### src/hw/rtl/mse_pkg.sv
`default_nettype none

package mse_pkg;

    // ln(2) as an unsigned Q0.64 fraction, used for the final 4*ln scaling.
    localparam logic [63:0] LN2_Q64 = 64'hB17217F7D1CF79AB;

    // Register index of the configuration port.
    typedef enum logic [1:0] {
        REG_MAX_ITER   = 2'd0,
        REG_ESC_LIMIT  = 2'd1,
        REG_PERIOD_EN  = 2'd2
    } cfg_idx_t;

    // Datapath operations issued by the controller.
    typedef enum logic [3:0] {
        OP_NOP,
        OP_LOAD,
        OP_MUL,
        OP_ADD,
        OP_SUB,
        OP_ITER_INIT,
        OP_DEC,
        OP_PERIOD,
        OP_LOG_INIT,
        OP_LOG_NORM,
        OP_LOG_SQ,
        OP_LOG_END,
        OP_LN,
        OP_SM_ZERO,
        OP_EMIT
    } op_t;

    // Operand sources: working registers and fixed-point constants.
    typedef enum logic [3:0] {
        S_ZR,
        S_ZI,
        S_CR,
        S_CI,
        S_I2,
        S_T0,
        S_T1,
        S_T2,
        S_DIST,
        S_ONE,
        S_K8,
        S_K16,
        S_KM3,
        S_HALF,
        S_ZERO,
        S_NFIX
    } src_t;

    // Destinations of arithmetic results.
    typedef enum logic [2:0] {
        D_ZR,
        D_ZI,
        D_I2,
        D_T0,
        D_T1,
        D_T2,
        D_DIST
    } dst_t;

    typedef struct packed {
        op_t  op;
        src_t src_a;
        src_t src_b;
        dst_t dst;
    } dp_cmd_t;

    typedef struct packed {
        logic mul_done;
        logic live;
        logic iter_zero;
        logic card_live;
        logic t0_pos;
        logic t1_pos;
        logic log_norm;
        logic log_last;
        logic log_nonpos;
    } dp_status_t;

endpackage

`default_nettype wire

### src/hw/rtl/mse_ctrl.sv
`default_nettype none

// Controller: walks the datapath through the bulb test, the iteration loop,
// the three logarithms and final scaling, at most one operation per state.
module mse_ctrl
(
    input  wire logic                clk,
    input  wire logic                rst_n,
    input  wire logic                s_tvalid,
    output logic                     s_tready,
    input  wire logic                m_tready,
    output logic                     m_tvalid,
    input  wire mse_pkg::dp_status_t status,
    output mse_pkg::dp_cmd_t         cmd
);
    import mse_pkg::*;

    typedef enum logic [40:0] {
        ST_IDLE    = 41'd1 << 0,
        ST_C_I2    = 41'd1 << 1,
        ST_C_R2    = 41'd1 << 2,
        ST_C_A1    = 41'd1 << 3,
        ST_C_A2    = 41'd1 << 4,
        ST_C_A3    = 41'd1 << 5,
        ST_C_A4    = 41'd1 << 6,
        ST_C_B1    = 41'd1 << 7,
        ST_C_B2    = 41'd1 << 8,
        ST_C_B3    = 41'd1 << 9,
        ST_C_B4    = 41'd1 << 10,
        ST_C_E1    = 41'd1 << 11,
        ST_C_E2    = 41'd1 << 12,
        ST_C_E3    = 41'd1 << 13,
        ST_C_E4    = 41'd1 << 14,
        ST_C_E5    = 41'd1 << 15,
        ST_C_DEC   = 41'd1 << 16,
        ST_IT_SQ   = 41'd1 << 17,
        ST_IT_DIST = 41'd1 << 18,
        ST_IT_DEC  = 41'd1 << 19,
        ST_IT_XY   = 41'd1 << 20,
        ST_IT_X2   = 41'd1 << 21,
        ST_IT_XC   = 41'd1 << 22,
        ST_IT_RS   = 41'd1 << 23,
        ST_IT_RN   = 41'd1 << 24,
        ST_IT_MV   = 41'd1 << 25,
        ST_IT_I2   = 41'd1 << 26,
        ST_IT_PER  = 41'd1 << 27,
        ST_FIN     = 41'd1 << 28,
        ST_LG_INIT = 41'd1 << 29,
        ST_LG_NORM = 41'd1 << 30,
        ST_LG_SQ   = 41'd1 << 31,
        ST_LG_END  = 41'd1 << 32,
        ST_SM_HALF = 41'd1 << 33,
        ST_SM_A1   = 41'd1 << 34,
        ST_SM_A2   = 41'd1 << 35,
        ST_SM_CHK  = 41'd1 << 36,
        ST_SM_CHK2 = 41'd1 << 37,
        ST_SM_LN   = 41'd1 << 38,
        ST_SM_ZERO = 41'd1 << 39,
        ST_OUT     = 41'd1 << 40
    } state_t;

    typedef enum logic [1:0] {
        PH_LA,
        PH_LB,
        PH_LG
    } phase_t;

    state_t state_reg, state_next;
    phase_t phase_reg, phase_next;
    logic   m_tvalid_reg, m_tvalid_next;

    function automatic dp_cmd_t mk(op_t op, src_t a, src_t b, dst_t d);
        dp_cmd_t c;
        c.op    = op;
        c.src_a = a;
        c.src_b = b;
        c.dst   = d;
        return c;
    endfunction

    always_comb
    begin
        state_next = state_reg;
        phase_next = phase_reg;
        cmd        = mk(OP_NOP, S_ZERO, S_ZERO, D_T0);
        unique case (state_reg)
            ST_IDLE:
            begin
                if (s_tvalid)
                begin
                    cmd        = mk(OP_LOAD, S_ZERO, S_ZERO, D_T0);
                    state_next = ST_C_I2;
                end
            end
            ST_C_I2:
            begin
                cmd = mk(OP_MUL, S_ZI, S_ZI, D_I2);
                if (status.mul_done) state_next = ST_C_R2;
            end
            ST_C_R2:
            begin
                cmd = mk(OP_MUL, S_ZR, S_ZR, D_T2);
                if (status.mul_done) state_next = ST_C_A1;
            end
            ST_C_A1:
            begin
                cmd = mk(OP_MUL, S_I2, S_K8, D_T0);
                if (status.mul_done) state_next = ST_C_A2;
            end
            ST_C_A2:
            begin
                cmd = mk(OP_MUL, S_T2, S_K16, D_T1);
                if (status.mul_done) state_next = ST_C_A3;
            end
            ST_C_A3:
            begin
                cmd        = mk(OP_ADD, S_T1, S_KM3, D_T1);
                state_next = ST_C_A4;
            end
            ST_C_A4:
            begin
                cmd        = mk(OP_ADD, S_T0, S_T1, D_T0);
                state_next = ST_C_B1;
            end
            ST_C_B1:
            begin
                cmd = mk(OP_MUL, S_T2, S_K8, D_T1);
                if (status.mul_done) state_next = ST_C_B2;
            end
            ST_C_B2:
            begin
                cmd        = mk(OP_ADD, S_T1, S_KM3, D_T1);
                state_next = ST_C_B3;
            end
            ST_C_B3:
            begin
                cmd = mk(OP_MUL, S_T2, S_T1, D_T1);
                if (status.mul_done) state_next = ST_C_B4;
            end
            ST_C_B4:
            begin
                cmd        = mk(OP_ADD, S_T1, S_ZR, D_T1);
                state_next = ST_C_E1;
            end
            ST_C_E1:
            begin
                cmd = mk(OP_MUL, S_I2, S_T0, D_T0);
                if (status.mul_done) state_next = ST_C_E2;
            end
            ST_C_E2:
            begin
                cmd        = mk(OP_ADD, S_T0, S_T1, D_T0);
                state_next = ST_C_E3;
            end
            ST_C_E3:
            begin
                cmd        = mk(OP_ADD, S_ZR, S_ONE, D_T1);
                state_next = ST_C_E4;
            end
            ST_C_E4:
            begin
                cmd = mk(OP_MUL, S_T1, S_T1, D_T1);
                if (status.mul_done) state_next = ST_C_E5;
            end
            ST_C_E5:
            begin
                cmd        = mk(OP_ADD, S_T1, S_I2, D_T1);
                state_next = ST_C_DEC;
            end
            ST_C_DEC:
            begin
                cmd        = mk(OP_ITER_INIT, S_ZERO, S_ZERO, D_T0);
                state_next = status.card_live ? ST_IT_SQ : ST_OUT;
            end
            ST_IT_SQ:
            begin
                cmd = mk(OP_MUL, S_ZR, S_ZR, D_T0);
                if (status.mul_done) state_next = ST_IT_DIST;
            end
            ST_IT_DIST:
            begin
                cmd        = mk(OP_ADD, S_T0, S_I2, D_DIST);
                state_next = ST_IT_DEC;
            end
            ST_IT_DEC:
            begin
                cmd        = mk(OP_DEC, S_ZERO, S_ZERO, D_T0);
                state_next = ST_IT_XY;
            end
            ST_IT_XY:
            begin
                cmd = mk(OP_MUL, S_ZR, S_ZI, D_T1);
                if (status.mul_done) state_next = ST_IT_X2;
            end
            ST_IT_X2:
            begin
                cmd        = mk(OP_ADD, S_T1, S_T1, D_T1);
                state_next = ST_IT_XC;
            end
            ST_IT_XC:
            begin
                cmd        = mk(OP_ADD, S_T1, S_CI, D_T1);
                state_next = ST_IT_RS;
            end
            ST_IT_RS:
            begin
                cmd        = mk(OP_SUB, S_CR, S_I2, D_T2);
                state_next = ST_IT_RN;
            end
            ST_IT_RN:
            begin
                cmd        = mk(OP_ADD, S_T0, S_T2, D_ZR);
                state_next = ST_IT_MV;
            end
            ST_IT_MV:
            begin
                cmd        = mk(OP_ADD, S_T1, S_ZERO, D_ZI);
                state_next = ST_IT_I2;
            end
            ST_IT_I2:
            begin
                cmd = mk(OP_MUL, S_ZI, S_ZI, D_I2);
                if (status.mul_done) state_next = ST_IT_PER;
            end
            ST_IT_PER:
            begin
                cmd        = mk(OP_PERIOD, S_ZERO, S_ZERO, D_T0);
                state_next = status.live ? ST_IT_SQ : ST_FIN;
            end
            ST_FIN:
            begin
                if (status.iter_zero)
                    state_next = ST_OUT;
                else
                begin
                    phase_next = PH_LA;
                    state_next = ST_LG_INIT;
                end
            end
            ST_LG_INIT:
            begin
                unique case (phase_reg)
                    PH_LA:   cmd = mk(OP_LOG_INIT, S_DIST, S_ZERO, D_T0);
                    PH_LB:   cmd = mk(OP_LOG_INIT, S_T0, S_ZERO, D_T0);
                    default: cmd = mk(OP_LOG_INIT, S_T1, S_ZERO, D_T0);
                endcase
                state_next = ST_LG_NORM;
            end
            ST_LG_NORM:
            begin
                cmd = mk(OP_LOG_NORM, S_ZERO, S_ZERO, D_T0);
                priority if (status.log_nonpos)
                    state_next = ST_LG_END;
                else if (status.log_norm)
                    state_next = ST_LG_SQ;
            end
            ST_LG_SQ:
            begin
                cmd = mk(OP_LOG_SQ, S_ZERO, S_ZERO, D_T0);
                if (status.mul_done && status.log_last) state_next = ST_LG_END;
            end
            ST_LG_END:
            begin
                cmd = mk(OP_LOG_END, S_ZERO, S_ZERO, D_T0);
                unique case (phase_reg)
                    PH_LA:   state_next = ST_SM_HALF;
                    PH_LB:   state_next = ST_SM_A1;
                    default: state_next = ST_SM_CHK2;
                endcase
            end
            ST_SM_HALF:
            begin
                cmd = mk(OP_MUL, S_T0, S_HALF, D_T0);
                if (status.mul_done)
                begin
                    phase_next = PH_LB;
                    state_next = ST_LG_INIT;
                end
            end
            ST_SM_A1:
            begin
                cmd        = mk(OP_SUB, S_ONE, S_T0, D_T1);
                state_next = ST_SM_A2;
            end
            ST_SM_A2:
            begin
                cmd        = mk(OP_ADD, S_NFIX, S_T1, D_T1);
                state_next = ST_SM_CHK;
            end
            ST_SM_CHK:
            begin
                if (status.t1_pos)
                begin
                    phase_next = PH_LG;
                    state_next = ST_LG_INIT;
                end
                else
                    state_next = ST_SM_ZERO;
            end
            ST_SM_CHK2:
            begin
                state_next = status.t0_pos ? ST_SM_LN : ST_SM_ZERO;
            end
            ST_SM_LN:
            begin
                cmd = mk(OP_LN, S_ZERO, S_ZERO, D_T0);
                if (status.mul_done) state_next = ST_OUT;
            end
            ST_SM_ZERO:
            begin
                cmd        = mk(OP_SM_ZERO, S_ZERO, S_ZERO, D_T0);
                state_next = ST_OUT;
            end
            ST_OUT:
            begin
                if (!m_tvalid_reg || m_tready)
                begin
                    cmd        = mk(OP_EMIT, S_ZERO, S_ZERO, D_T0);
                    state_next = ST_IDLE;
                end
            end
            default:
            begin
                state_next = ST_IDLE;
            end
        endcase
    end

    always_comb
    begin
        if (cmd.op == OP_EMIT)
            m_tvalid_next = 1'b1;
        else
            m_tvalid_next = m_tvalid_reg && !m_tready;
    end

    always_ff @(posedge clk or negedge rst_n)
    begin
        if (!rst_n)
        begin
            state_reg    <= ST_IDLE;
            phase_reg    <= PH_LA;
            m_tvalid_reg <= 1'b0;
        end
        else
        begin
            state_reg    <= state_next;
            phase_reg    <= phase_next;
            m_tvalid_reg <= m_tvalid_next;
        end
    end

    assign s_tready = (state_reg == ST_IDLE);
    assign m_tvalid = m_tvalid_reg;

`ifndef NO_ASSERTIONS
    a_done_only_when_multiplying: assert property (@(posedge clk) disable iff (!rst_n)
        status.mul_done |-> (cmd.op == OP_MUL || cmd.op == OP_LOG_SQ || cmd.op == OP_LN))
        else $error("multiplier finished outside a multiply step");

    a_emit_raises_valid: assert property (@(posedge clk) disable iff (!rst_n)
        (cmd.op == OP_EMIT) |=> m_tvalid_reg)
        else $error("result register not marked valid after emit");

    a_idle_multiplier_quiet: assert property (@(posedge clk) disable iff (!rst_n)
        (state_reg == ST_IDLE) |-> !status.mul_done)
        else $error("multiplier result arrived while idle");
`endif

endmodule

`default_nettype wire

### config.mk
export PLATFORM = sky130hd
export DESIGN_NAME = mse_ctrl
export DESIGN_NICKNAME = d
export VERILOG_FILES = /design/src/hw/rtl/mse_pkg.sv /design/src/hw/rtl/mse_ctrl.sv
export SDC_FILE = /design/constraint.sdc
export NUM_CORES = 1
export LEC_CHECK = 0
export ABC_AREA = 1
export BUFFER_PORTS_ARGS = -buffer_cell sky130_fd_sc_hd__buf_4
export CAP_MARGIN = 5
export CORE_ASPECT_RATIO = 1.25
export CORE_UTILIZATION = 56
export DETAILED_ROUTE_END_ITERATION = 7
export GPL_TIMING_DRIVEN = 0
export PLACE_DENSITY = 0.89
export SLEW_MARGIN = 20
export SYNTH_ARGS = -nofsm -noshare
export SYNTH_HDL_FRONTEND = slang
export SYNTH_SLANG_ARGS = --single-unit
### constraint.sdc
create_clock -name clk -period 2 [get_ports clk]
set_input_delay 0.1 -clock clk [delete_from_list [all_inputs] [get_ports clk]]
set_output_delay 0.1 -clock clk [all_outputs]
set_load 0.05 [all_outputs]
==> metrics, run 1 <==
asr flop ratio synth=100.0%; Avg Cell Area, Syn=slightly below 6 sq um; Syn Inst Count=765; total number of yosys warnings=0; CTS HTree Levels=2; placed insts=around 890; largest net degree at the start of global routing=between 40 and 50; IO Pins=30; Net Count, Synth=778; CTS Buf Count=5; EDFF count, synth=0; first error=[ERROR GRT-0232] Routing congestion too high. Check the congestion heatmap in the GUI.; die height=between 100 and 150 um; #FFs+latches synth=between 40 and 50; CTS max path bufs=2; Stopped at=5_1_grt; all-layer global routing usage=between 60% and 70%; Synth cell types=42; DP Wirelength=about 13000 um; Post-DP Area=0.005050 sq mm; root buffer cell=clkbuf_8; initial core utilization=58.01%; num rows=36; Die X=around 83 um; RD Place Congestion=~1.0; outcome=did not finish; Synth Flop Type=dfrtp_1; register area share after synthesis=about a quarter; worst setup endpoint GRT=cmd[10]; Place WS=-0.5432 ns; IO buf count=28; WEP type=primary output; total gr overflow=21; clk sink count=44; Synth Cell Area=approximately 0.0045 sq mm
==> cell usage after synthesis, types with 8 or more instances <==
| library cell | n | area share (%) |
|---|---|---|
| nor2_4 | 8 | 2.0 |
| nand4_1 | 21 | 2.9 |
| nor2_2 | 22 | 3.0 |
| nand2_1 | 147 | 12 |
| nor3_1 | 26 | 2.9 |
| inv_1 | 96 | 7.9 |
| dfrtp_1 | 43 | 24 |
| nor2_1 | 171 | 14 |
| o21ai_0 | 21 | 2.3 |
| nand3_1 | 104 | 11 |
| a21oi_1 | 19 | 2.1 |
| nand2_2 | 14 | 1.9 |
==> layer usage <==
| layer | GRT overflow | global-route usage [%] |
|---|---|---|
| met5 | 0 | 11.88 |
| met4 | 7 | 55.31 |
| met3 | 1 | 41.77 |
| met2 | 13 | 82.71 |
| met1 | 0 | 67.97 |
==> what timing repair did <==
item	CTS
setup endpoints to repair	44
gates cloned	5
buffers inserted	71
pin swaps	69
hold buffers	3
resized for setup	180
endpoints found under the hold margin	45
==> kinds of logic after synthesis <==
logic type      synth area share, %
compound gates                8.200
buf+inv                       11.28
flops                         24.24
simple gates                  56.27
==> stage by stage <==
step | hold WS (ns) | setup TNS [ns]
after CTS | 0.05924 | -15.85
after detailed placement | 0.1376 | -17.74
after global placement | 0.1242 | -16.64
after floorplan | -0.1956 | -0.5362
==> run 2: changes to the inputs <==
--- a/config.mk
+++ b/config.mk
@@ -8,11 +8,10 @@
 export ABC_AREA = 1
 export BUFFER_PORTS_ARGS = -buffer_cell sky130_fd_sc_hd__buf_4
 export CAP_MARGIN = 5
-export CORE_ASPECT_RATIO = 1.25
-export CORE_UTILIZATION = 56
+export CORE_UTILIZATION = 40
 export DETAILED_ROUTE_END_ITERATION = 7
 export GPL_TIMING_DRIVEN = 0
-export PLACE_DENSITY = 0.89
+export PLACE_DENSITY_LB_ADDON = 0.15
 export SLEW_MARGIN = 20
 export SYNTH_ARGS = -nofsm -noshare
 export SYNTH_HDL_FRONTEND = slang
==> constraint.sdc (replaced) <==
create_clock -name clk -period 2.6 [get_ports clk]
set_input_delay 0.13 -clock clk [delete_from_list [all_inputs] [get_ports clk]]
set_output_delay 0.13 -clock clk [all_outputs]
set_load 0.05 [all_outputs]
==> run 2 against run 1 <==
  * The flow now finishes, with violations (negative setup slack)
  * Synthesized cell count is the same
  * Synthesized area is the same
==> metrics, run 2 <==
reg2reg setup slack=about 0.12 ns; share of layout cells above drive strength 1=31.80%; post-layout power=around 4.5 mW; crit-path max FO=6; first-pass GRT wire length=about 29000 um; clk sink count=44; IO buf count=28; CTS HTree Levels=2; register area share after synthesis=~24%; die height=108.6 um; placed insts=roughly 930; antenna violations before repair=0; antenna viol nets, final=0; DP Wirelength=between 10000 and 15000 um; Max Cap Viol=0; max-slew violations=0; setup violators final=10; Setup crit end kind=output port; Avg Cell Area, Syn=slightly below 6 sq um; number of global-route vias before repair=roughly 5300; IO Pins=30; Net Count, Synth=778; Via density=approximately 5.6; Die X=between 100 and 150 um; area occupied by multi-input gates=between 0.003 and 0.004 sq mm; RSZ-0062 raised after global routing=yes; #FFs+latches synth=44; worst setup margin=-0.1553 ns; most frequent cells after synthesis=nor2_1, nand2_1, nand3_1; DRT iter0 DRCs=~640; full die area=~0.012 sq mm; critical path launch point=state_reg[4]; RD Place Congestion=between 0.9 and 1; most frequent cells in the layout=nor2_1, nand2_1, nand3_1; Max transition margin=about three fifths; Clock Skew=about 0.0066 ns; WL final=between 15000 and 20000 um; CTS Buf Count=5; First-pass DRT Iterations=5; Cell Pwr Density=734.2 mW/mm^2; Core ar.=between 0.01 and 0.015 sq mm; DRC Markers=0; vias=~5700; Synth Cell Area=0.004547 sq mm; asr flop ratio synth=between 90% and 100%; Min-Delay Startpoint=status[7]; drt wl/cell=between 15 and 20 um; crit start category=register; Crit Path Class=register to output port; nets=slightly below 900; post-route insts no fill=1008; static leakage=roughly 3.3 nW; total gr overflow=0; largest net degree at the start of global routing=45; outcome=finished with violations; fin crit share=106.0%; initial core utilization=between 40 and 50%; Util after Layout=between 50% and 60%; number of flip-flops under the largest register name=41; min-delay worst type=primary input to register; all-layer global routing usage=roughly 33%; top post-synthesis cells by area=dfrtp_1, nor2_1, nand2_1; dominant cell type by area after synthesis=dfrtp_1; clock latency on the worst-skew pair=about 0.31 ns; CTS tree=yes; Synth top area share=about a quarter; Worst EP arrival=~2.6 ns; num rows=38; most common cell after layout, fill and taps aside=nor2_1; Synth Flop Type=dfrtp_1; highest clock rate=around 360 MHz; total number of yosys warnings=0; minimum clock period=between 2 and 3 ns; failing checks=negative setup slack; clock-pin slew on the worst setup and hold paths=approximately 0.060 ns; # fillers=between 1000 and 1500; most common cell in the synthesized netlist=nor2_1; Synth-to-Final Area Change=36.21%; CTS max path bufs=2; root buffer cell=clkbuf_16; number of diodes=0; worst r2r src=state_reg[22]; Reg area=0.001106 sq mm; hold violation count in the final report=0; EDFF count, synth=0; WP data required=2.47 ns; Syn Inst Count=765; Worst VDD drop=between 0.0007 and 0.0008 V; Slew @ Worst Pin=just under 0.6 ns; Synth cell types=42
[run 2: final cells by class]
type / count / area share [%]
Buffer: 18 / 3.030
Clock buffer: 7 / 2.465
Inverter: 101 / 6.202
Multi-Input combinational cell: 602 / 54.46
Sequential cell: 44 / 17.86
Tap cell: 140 / 2.828
Timing Repair Buffer: 96 / 13.15
[run 2: timing repair]
item / 4_1_cts / 5_1_grt
endpoints found under the setup margin: 31 / 30
hold endpoints to repair: 43 / 0
hold buffers: 1 / 0
setup buffers: 47 / 18
cloned: 3 / 1
pin swaps: 29 / 23
resized for setup: 112 / 60
[run 2: kinds of logic (layout without fill, tap and decap cells)]
| group | after synthesis | after routing | synth area share [%] |
|---|---|---|---|
| buf+inv | 119 | 222 | 11.28 |
| compound gates | 60 | 60 | 8.200 |
| simple gates | 542 | 542 | 56.27 |
| flops | 44 | 44 | 24.24 |
[run 2: path summary, 6_finish.rpt]
kind / depth (start not counted) / to
max: 14 / cmd[4]
max reg2reg: 15 / state_reg[31]
min reg2reg: 2 / phase_reg[0]
min in group asynchronous: 2 / state_reg[18]
min: 2 / state_reg[28]
max in group asynchronous: 2 / state_reg[38]
[run 2: where the power goes]
| part | internal (mW) | switching (mW) |
|---|---|---|
| sequential | 0.713 | 0.0221 |
| clock | 0.404 | 0.282 |
| combinational | 1.12 | 2.00 |
| total | 2.24 | 2.31 |
[run 2: per-stage QoR]
| step | area [sq um] | hold WS (ns) | worst slack (ns) | TNS [ns] |
|---|---|---|---|---|
| final | 6193 | 0.008516 | -0.1553 | -0.6647 |
| after global routing | 6193 | 0.007062 | -0.2451 | -1.888 |
| after CTS | 5839 | 0.009837 | -0.05985 | -0.1901 |
| after detailed placement | 4932 | 0.1754 | -0.2055 | -1.273 |
| after global placement | 4932 | 0.1632 | -0.2032 | -1.147 |
| after floorplan | 4547 | -0.1656 | 0.3275 | 0 |
[run 2: routing by layer]
metal,global-route usage (%),wire length (um),up-vias
met2,53.16,8762,258
met3,5.081,1340,38
met4,10.91,575,0
li1,-,-,2668
met5,0,0,-
met1,45.82,8579,2689
[run 2: critical path, stage by stage (launching register included)]
cell and delay (ns):
dfrtp_1 0.42, nor2_2 0.17, nand2_2 0.10, nor2_4 0.23
nand2_4 0.14, nor2_4 0.17, buf_8 0.18, nand3_4 0.11
nand2_4 0.11, nor2_4 0.05, nand3_2 0.08, nor2_2 0.05
nand2_4 0.12, nand3b_1 0.17, buf_6 0.20
No activity file was read; power rests on OpenSTA's default activity.
